===== src/sv/fmcs_pkg.sv =====
// ----------------------------------------------------------------------------
// fmcs_pkg
// shared types, constants and control structs of the filled circle span unit
// ----------------------------------------------------------------------------
package fmcs_pkg;

  localparam int unsigned COORD_BITS = 16;
  localparam int unsigned OFS_BITS   = 4;
  localparam int unsigned DEC_BITS   = 8;
  localparam logic [OFS_BITS-1:0] MAX_RADIUS = OFS_BITS'(9);

  typedef logic signed [COORD_BITS-1:0] coord_t;
  typedef logic [OFS_BITS-1:0]          ofs_t;
  typedef logic signed [DEC_BITS-1:0]   dec_t;

  typedef struct packed {
    coord_t origin_x;
    coord_t origin_y;
    ofs_t   radius;
  } in_word_t;

  typedef struct packed {
    coord_t cx;
    coord_t cy;
    ofs_t   dx;
    ofs_t   dy;
    logic   last;
  } out_word_t;

  typedef enum logic [1:0] {
    ST_IDLE,
    ST_PERIM,
    ST_FILL
  } fmcs_state_e;

  // controller to datapath
  typedef struct packed {
    logic load;
    logic fill_start;
    logic fill_dec;
    logic step;
    logic sel_perim;
  } fmcs_cmd_t;

  // datapath to controller
  typedef struct packed {
    logic y_lt_x;
    logic x_lt_y;
    logic k_eq_x;
  } fmcs_stat_t;

endpackage


===== src/sv/fmcs_in_if.sv =====
// ----------------------------------------------------------------------------
// fmcs_in_if
// valid/ready channel carrying one circle request word
// ----------------------------------------------------------------------------
interface fmcs_in_if;
  import fmcs_pkg::*;

  logic     valid;
  logic     ready;
  in_word_t data;

  modport source (output valid, output data, input ready);
  modport sink   (input valid, input data, output ready);
endinterface


===== src/sv/fmcs_out_if.sv =====
// ----------------------------------------------------------------------------
// fmcs_out_if
// valid/ready channel carrying one offset pair word
// ----------------------------------------------------------------------------
interface fmcs_out_if;
  import fmcs_pkg::*;

  logic      valid;
  logic      ready;
  out_word_t data;

  modport source (output valid, output data, input ready);
  modport sink   (input valid, input data, output ready);
endinterface


===== src/sv/fmcs_datapath.sv =====
// ----------------------------------------------------------------------------
// fmcs_datapath
// walk position, fill row and decision registers with the midpoint step logic
// ----------------------------------------------------------------------------
module fmcs_datapath (
  input  logic               clk_i,
  input  logic               rst_ni,
  input  fmcs_pkg::fmcs_cmd_t  cmd_i,
  input  fmcs_pkg::in_word_t   req_i,
  output fmcs_pkg::fmcs_stat_t stat_o,
  output fmcs_pkg::coord_t     cx_o,
  output fmcs_pkg::coord_t     cy_o,
  output fmcs_pkg::ofs_t       dx_o,
  output fmcs_pkg::ofs_t       dy_o
);
  import fmcs_pkg::*;

  localparam int unsigned SUM_BITS = DEC_BITS + 2;

  coord_t cx_q, cx_d, cy_q, cy_d;
  ofs_t   x_q, x_d, y_q, y_d, k_q, k_d;
  dec_t   d_q, d_d;

  ofs_t                       r_sat;
  ofs_t                       x_nxt, y_nxt;
  logic signed [SUM_BITS-1:0] inc;
  logic signed [SUM_BITS-1:0] d_sum;

  always_comb begin
    r_sat = (req_i.radius > MAX_RADIUS) ? MAX_RADIUS : req_i.radius;
    x_nxt = x_q + ofs_t'(1);
    // decision below zero means east, otherwise south-east
    if (d_q < 0) begin
      y_nxt = y_q;
      inc   = $signed(SUM_BITS'({x_nxt, 1'b0})) + SUM_BITS'(3);
    end else begin
      y_nxt = y_q - ofs_t'(1);
      inc   = $signed(SUM_BITS'({x_nxt, 1'b0})) - $signed(SUM_BITS'({y_nxt, 1'b0}))
              - SUM_BITS'(5);
    end
    d_sum = SUM_BITS'(d_q) + inc;

    cx_d = cx_q;
    cy_d = cy_q;
    x_d  = x_q;
    y_d  = y_q;
    k_d  = k_q;
    d_d  = d_q;
    if (cmd_i.load) begin
      cx_d = req_i.origin_x;
      cy_d = req_i.origin_y;
      x_d  = '0;
      y_d  = r_sat;
      d_d  = dec_t'(1) - dec_t'({1'b0, r_sat});
    end
    if (cmd_i.step) begin
      x_d = x_nxt;
      y_d = y_nxt;
      d_d = d_sum[DEC_BITS-1:0];
    end
    if (cmd_i.fill_start) k_d = y_q;
    if (cmd_i.fill_dec)   k_d = k_q - ofs_t'(1);
  end

  always_ff @(posedge clk_i or negedge rst_ni) begin
    if (!rst_ni) begin
      cx_q <= '0;
      cy_q <= '0;
      x_q  <= '0;
      y_q  <= '0;
      k_q  <= '0;
      d_q  <= '0;
    end else begin
      cx_q <= cx_d;
      cy_q <= cy_d;
      x_q  <= x_d;
      y_q  <= y_d;
      k_q  <= k_d;
      d_q  <= d_d;
    end
  end

  assign stat_o.y_lt_x = (y_q < x_q);
  assign stat_o.x_lt_y = (x_q < y_q);
  assign stat_o.k_eq_x = (k_q == x_q);

  assign cx_o = cx_q;
  assign cy_o = cy_q;
  assign dx_o = x_q;
  assign dy_o = cmd_i.sel_perim ? y_q : k_q;

endmodule


===== src/sv/fmcs_ctrl.sv =====
// ----------------------------------------------------------------------------
// fmcs_ctrl
// sequencer: perimeter pair, fill run, midpoint step, end of circle
// ----------------------------------------------------------------------------
module fmcs_ctrl (
  input  logic                 clk_i,
  input  logic                 rst_ni,
  input  logic                 in_valid_i,
  output logic                 in_ready_o,
  output logic                 out_valid_o,
  input  logic                 out_ready_i,
  output logic                 last_o,
  input  fmcs_pkg::fmcs_stat_t stat_i,
  output fmcs_pkg::fmcs_cmd_t  cmd_o
);
  import fmcs_pkg::*;

  fmcs_state_e state_q, state_d;

  always_ff @(posedge clk_i or negedge rst_ni) begin
    if (!rst_ni) begin
      state_q <= ST_IDLE;
    end else begin
      state_q <= state_d;
    end
  end

  always_comb begin
    state_d     = state_q;
    cmd_o       = '0;
    in_ready_o  = 1'b0;
    out_valid_o = 1'b0;
    last_o      = 1'b0;
    unique case (state_q)
      ST_IDLE: begin
        in_ready_o = 1'b1;
        if (in_valid_i) begin
          cmd_o.load = 1'b1;
          state_d    = ST_PERIM;
        end
      end
      ST_PERIM: begin
        out_valid_o     = 1'b1;
        cmd_o.sel_perim = 1'b1;
        // empty fill range only happens on the final position
        last_o          = stat_i.y_lt_x;
        if (out_ready_i) begin
          if (stat_i.y_lt_x) begin
            state_d = ST_IDLE;
          end else begin
            cmd_o.fill_start = 1'b1;
            state_d          = ST_FILL;
          end
        end
      end
      ST_FILL: begin
        out_valid_o = 1'b1;
        last_o      = stat_i.k_eq_x && !stat_i.x_lt_y;
        if (out_ready_i) begin
          if (!stat_i.k_eq_x) begin
            cmd_o.fill_dec = 1'b1;
          end else if (stat_i.x_lt_y) begin
            cmd_o.step = 1'b1;
            state_d    = ST_PERIM;
          end else begin
            state_d = ST_IDLE;
          end
        end
      end
      default: begin
        state_d = ST_IDLE;
      end
    endcase
  end

endmodule


===== src/sv/filled_midpoint_circle_spans_unit.sv =====
// ----------------------------------------------------------------------------
// filled_midpoint_circle_spans_unit
// filled disc offset generator using the midpoint circle walk
// ----------------------------------------------------------------------------
// Each input word carries a circle center and a radius (radii above 9 are
// clamped to 9). The unit walks one octant with an integer midpoint decision
// and, for every walk position (x, y), sends the perimeter pair (x, y) and then
// the pairs (x, k) for k from y down to x, each with the center attached, so a
// mirroring plotter can fill the disc from eight-way symmetry. The final pair
// of a circle has last set. One word is handled at a time: the input is taken,
// then the walk sequencer sends one pair per cycle, while the output is not
// stalled, straight from its position registers. The input is ready again in
// the cycle after the last pair is taken.
// ----------------------------------------------------------------------------
module filled_midpoint_circle_spans_unit (
  input logic       clk_i,
  input logic       rst_ni,
  fmcs_in_if.sink   in_i,
  fmcs_out_if.source out_o
);
  import fmcs_pkg::*;

  fmcs_cmd_t  cmd;
  fmcs_stat_t stat;
  logic       last;

  // sequencer
  fmcs_ctrl u_ctrl (
    .clk_i       (clk_i),
    .rst_ni      (rst_ni),
    .in_valid_i  (in_i.valid),
    .in_ready_o  (in_i.ready),
    .out_valid_o (out_o.valid),
    .out_ready_i (out_o.ready),
    .last_o      (last),
    .stat_i      (stat),
    .cmd_o       (cmd)
  );

  // walk registers and step arithmetic
  fmcs_datapath u_datapath (
    .clk_i  (clk_i),
    .rst_ni (rst_ni),
    .cmd_i  (cmd),
    .req_i  (in_i.data),
    .stat_o (stat),
    .cx_o   (out_o.data.cx),
    .cy_o   (out_o.data.cy),
    .dx_o   (out_o.data.dx),
    .dy_o   (out_o.data.dy)
  );

  assign out_o.data.last = last;

  // never taking a new circle while pairs are still pending
  a_no_overlap: assert property (@(posedge clk_i) disable iff (!rst_ni)
    in_i.ready |-> !out_o.valid)
    else $error("input ready while offset word pending");

  // every circle opens with the pair on the vertical axis
  a_first_pair: assert property (@(posedge clk_i) disable iff (!rst_ni)
    (in_i.valid && in_i.ready) |=> (out_o.valid && out_o.data.dx == '0))
    else $error("first offset word of a circle has nonzero dx");

  // last word taken returns the unit to idle
  a_last_idle: assert property (@(posedge clk_i) disable iff (!rst_ni)
    (out_o.valid && out_o.ready && out_o.data.last) |=> in_i.ready)
    else $error("unit not idle after final offset word");

  // offsets stay within the clamped radius
  a_ofs_range: assert property (@(posedge clk_i) disable iff (!rst_ni)
    out_o.valid |-> (out_o.data.dx <= MAX_RADIUS && out_o.data.dy <= MAX_RADIUS))
    else $error("offset beyond maximum radius");

endmodule

===== src/flat_wrapper.sv =====
// flat-port wrapper written by rule: the top's interface ports become plain ports
module filled_midpoint_circle_spans_unit_flat import fmcs_pkg::*;
  (clk_i, rst_ni, in_i_valid, in_i_data, in_i_ready, out_o_valid, out_o_data, out_o_ready);
  fmcs_in_if in_i_i ();
  fmcs_out_if out_o_i ();
  input logic clk_i;
  input logic rst_ni;
  input wire logic [$bits(in_i_i.valid)-1:0] in_i_valid;
  input wire logic [$bits(in_i_i.data)-1:0] in_i_data;
  output wire logic [$bits(in_i_i.ready)-1:0] in_i_ready;
  output wire logic [$bits(out_o_i.valid)-1:0] out_o_valid;
  output wire logic [$bits(out_o_i.data)-1:0] out_o_data;
  input wire logic [$bits(out_o_i.ready)-1:0] out_o_ready;
  assign in_i_i.valid = in_i_valid;
  assign in_i_i.data = in_i_data;
  assign in_i_ready = in_i_i.ready;
  assign out_o_valid = out_o_i.valid;
  assign out_o_data = out_o_i.data;
  assign out_o_i.ready = out_o_ready;
  filled_midpoint_circle_spans_unit u_core (.clk_i(clk_i), .rst_ni(rst_ni), .in_i(in_i_i), .out_o(out_o_i));
endmodule

===== config.mk =====
export PLATFORM = sky130hd
export DESIGN_NAME = filled_midpoint_circle_spans_unit_flat
export DESIGN_NICKNAME = d
export VERILOG_FILES = /design/src/sv/fmcs_pkg.sv /design/src/sv/fmcs_in_if.sv /design/src/sv/fmcs_out_if.sv /design/src/sv/fmcs_datapath.sv /design/src/sv/fmcs_ctrl.sv /design/src/sv/filled_midpoint_circle_spans_unit.sv /design/src/flat_wrapper.sv
export SDC_FILE = /design/constraint.sdc
export NUM_CORES = 1
export LEC_CHECK = 0
export ABC_AREA = 1
export ABC_CLOCK_PERIOD_IN_PS = 3500
export BUFFER_PORTS_ARGS = -buffer_cell sky130_fd_sc_hd__buf_4
export CAP_MARGIN = 20
export CORE_UTILIZATION = 50
export CTS_BUF_LIST = sky130_fd_sc_hd__clkbuf_8
export CTS_CLUSTER_SIZE = 16
export DETAILED_ROUTE_END_ITERATION = 12
export HOLD_SLACK_MARGIN = 0.05
export MAX_ROUTING_LAYER = met4
export PLACE_DENSITY = 0.79
export SLEW_MARGIN = 0
export SYNTH_ARGS = -nofsm -noshare
export SYNTH_HDL_FRONTEND = slang
export SYNTH_SLANG_ARGS = --single-unit

===== constraint.sdc =====
create_clock -name clk_i -period 3.5 [get_ports clk_i]
set_clock_uncertainty 0.2 [all_clocks]
set_input_delay 0.7 -clock clk_i [delete_from_list [all_inputs] [get_ports clk_i]]
set_output_delay 0.7 -clock clk_i [all_outputs]
set_load 0.05 [all_outputs]

==> results.cfg <==
[cells_and_area]
diodes = 0
stdcell_area_sq_um = 4340
layout-drive-gt1-share = 0.267
fillCellCount = 517
area_growth_syn_to_layout_pct = 28.6
final_nets = 613

[sta]
period_share = 0.962
finalWorstSetupSlack_ns = 0.133
clock.fmax_mhz = 297
fin_setup_tns_ns = 0
hold_viol_final = 0
tightest_slew_ns = 0.701
period_needed_ns = 3.37
slew_viol_final = 0
setup_viol = 0
maxSlewHeadroom = 0.533

[routing]
drtPass1Iterations = 8
vias = 3160
drtIter0Drc = 180
viasPerCell = 5.07
finalWirelength_mm = 8.25
routedWlPerCell_microns = 13.2
drc = 4
ant_nets = 0

[cts]
ctsHtreeMaxLevel = 2
cts.root.buffer_cell = clkbuf_8
path_clk_slew_ns = 0.10
cts_buffers = 5
cts_tree = yes
clock-sinks = 54
clk_latency_ns = 0.31
cts_buffer_depth = 2
cts_hold_buf = 0

[setup_path]
crit_fanout = 4
arrival_ns = 3.41
crit_required_ns = 3.54
endpoint_kind = register
worst-setup-path-type = register to register
critPathLaunchType = register

[global_routing]
grt_usage = 0.244
overflow = 0
grt_pass1_vias = 3071
grt_pass1_wl_mm = 13.6
antenna_found_initial = 0
grt_max_degree = 55

[logic_synthesis]
syn-num-nets = 522
ys_types = 30
ys_warn_count = 0
yosys_most_used_dff = dfrtp_1
synthCells = 455
syn_area_per_cell_sq_um = 7.42
ys_seq_area_frac = 0.400
synth_enable_flop_cells = 0
synth-seq-cells = 54
synthArstFlopShare = 1.00
netlist_area_sq_um = 3380

[min_path]
holdCritPathClass = primary input to asynchronous set/reset pin

[placed_design]
dp_slack_ns = 0.0566
globalplace.congestion = 0.852
dp_hpwl_mm = 5.91
numPortBuffers = 82
dpl_cell_area_sq_um = 4100

[die]
die-area_sq_um = 7090
rows = 29
io_pins = 83
coreArea_sq_um = 6420
die_x_microns = 84.2
start_util = 0.526
dieHeight_microns = 84.2

[flow_run]
maxCapViolations = 0

[status]
status = finished, violations left
violations = DRC
[through the flow]
step | cells | hold slack [ns] | utilization
global placement | 611 | 0.262 | 0.638
global route | 623 | 0.283 | 0.676
detailed placement | 611 | 0.266 | 0.638
floorplan | 455 | 0.204 | -
CTS | 618 | 0.248 | 0.651
finish | 623 | 0.212 | 0.676
[cells in the mapped netlist (3+ instances only)]
cell type  count  area share
nand2_1      191        0.21
dfrtp_1       54        0.40
inv_1         48       0.053
ha_1          25       0.093
nand3_1       25       0.037
o21ai_0       19       0.028
a21oi_1       18       0.027
nor2_1        15       0.017
clkbuf_1       8      0.0089
xor2_1         8       0.021
inv_2          5      0.0056
nand2_4        5       0.017
o22ai_1        5      0.0093
o21ai_2        4       0.010
nand4_1        3      0.0056
nor2_2         3      0.0056
[flip-flops by register name (all words and copies together) (netlist names)]
signal	flops
u_core.u_datapath.k_q	4
u_core.u_datapath.cx_o	16
u_core.u_datapath.dx_o	4
u_core.u_datapath.d_q	8
u_core.u_ctrl.state_q	2
u_core.u_datapath.cy_o	16
u_core.u_datapath.y_q	4
[final cells by class]
class | instances | area (sq um) | share of cell area
multi-input combinational | 338 | 1900 | 0.438
tap | 77 | 96.3 | 0.0222
timing repair buffer | 94 | 709 | 0.163
clock inverter | 2 | 13.8 | 0.00317
clock buffer | 5 | 68.8 | 0.0158
inverter | 53 | 199 | 0.0458
sequential | 54 | 1350 | 0.312
[final timing paths]
kind	from	end	slack, ns	cells past startpoint
setup / recovery	u_core.u_datapath.y_q[1]$_DFFE_PN0P_	u_core.u_datapath.d_q[7]$_DFFE_PN0P_	0.13	20
hold / removal	rst_ni	u_core.u_datapath.d_q[5]$_DFFE_PN0P_	0.21	1
max in group asynchronous	rst_ni	u_core.u_datapath.dx_o[0]$_DFFE_PN0P_	2.37	1
hold reg to reg	u_core.u_datapath.cx_o[8]$_DFFE_PN0P_	u_core.u_datapath.cx_o[8]$_DFFE_PN0P_	0.29	2
min in group clk_i	u_core.u_datapath.cx_o[8]$_DFFE_PN0P_	u_core.u_datapath.cx_o[8]$_DFFE_PN0P_	0.29	2
setup reg to reg	u_core.u_datapath.y_q[1]$_DFFE_PN0P_	u_core.u_datapath.d_q[7]$_DFFE_PN0P_	0.13	20
[logic make-up (layout without fill, tap and decap cells)]
family,Yosys count,count (layout),share of synthesized area
and+or+nand+nor,248,248,0.309
buffers and inverters,63,154,0.0733
DFF,54,54,0.400
AOI/OAI and AO/OA,53,53,0.0878
adders and majority gates,27,27,0.104
xor gates and xnor gates,10,10,0.0259
[placed cells by master, fill, tap and decap left out, types with 3 or more instances in the layout]
cell      instances
inv_2             9
o21ai_0          19
a21oi_1          15
ha_4              5
nand4_1           3
nand2_1         190
ha_1             18
o21ai_2           4
a21oi_2           3
buf_4            93
inv_1            44
o22ai_1           5
nor2_2            4
xor2_1            6
dfrtp_1          52
nand2_4           5
nor2_1           13
clkbuf_8          5
nand3_2           3
nand3_1          23
[worst max-delay path, cell delays in order (launching register included)]
cell,delay [ns]
dfrtp_1,0.39
inv_2,0.08
ha_4,0.28
inv_2,0.04
fa_1,0.57
inv_2,0.05
ha_4,0.16
nor2_4,0.10
nand3_2,0.08
xnor2_1,0.13
a21oi_1,0.18
ha_1,0.29
nand2_1,0.09
inv_1,0.04
nand2_1,0.05
nand2_1,0.05
a21oi_2,0.12
inv_1,0.06
nand2_1,0.06
nand3_1,0.10
a21oi_2,0.17
[routing by layer]
metal,vias to the layer above,global-route usage,wire length [microns]
met1,1428,0.310,3750
met3,15,0.0511,547
li1,1603,-,-
met2,114,0.396,3840
met4,0,0.0690,119
met5,-,-,0
[what timing repair did]
action / 4_1_cts / 5_1_grt
gates resized for setup: 0 / 26
buffers inserted: 0 / 5
setup endpoints to repair: 0 / 4
Power is left out: the tool's default activity adds up to more than one toggle a clock period on the data nets, which glitch-free logic cannot reach.
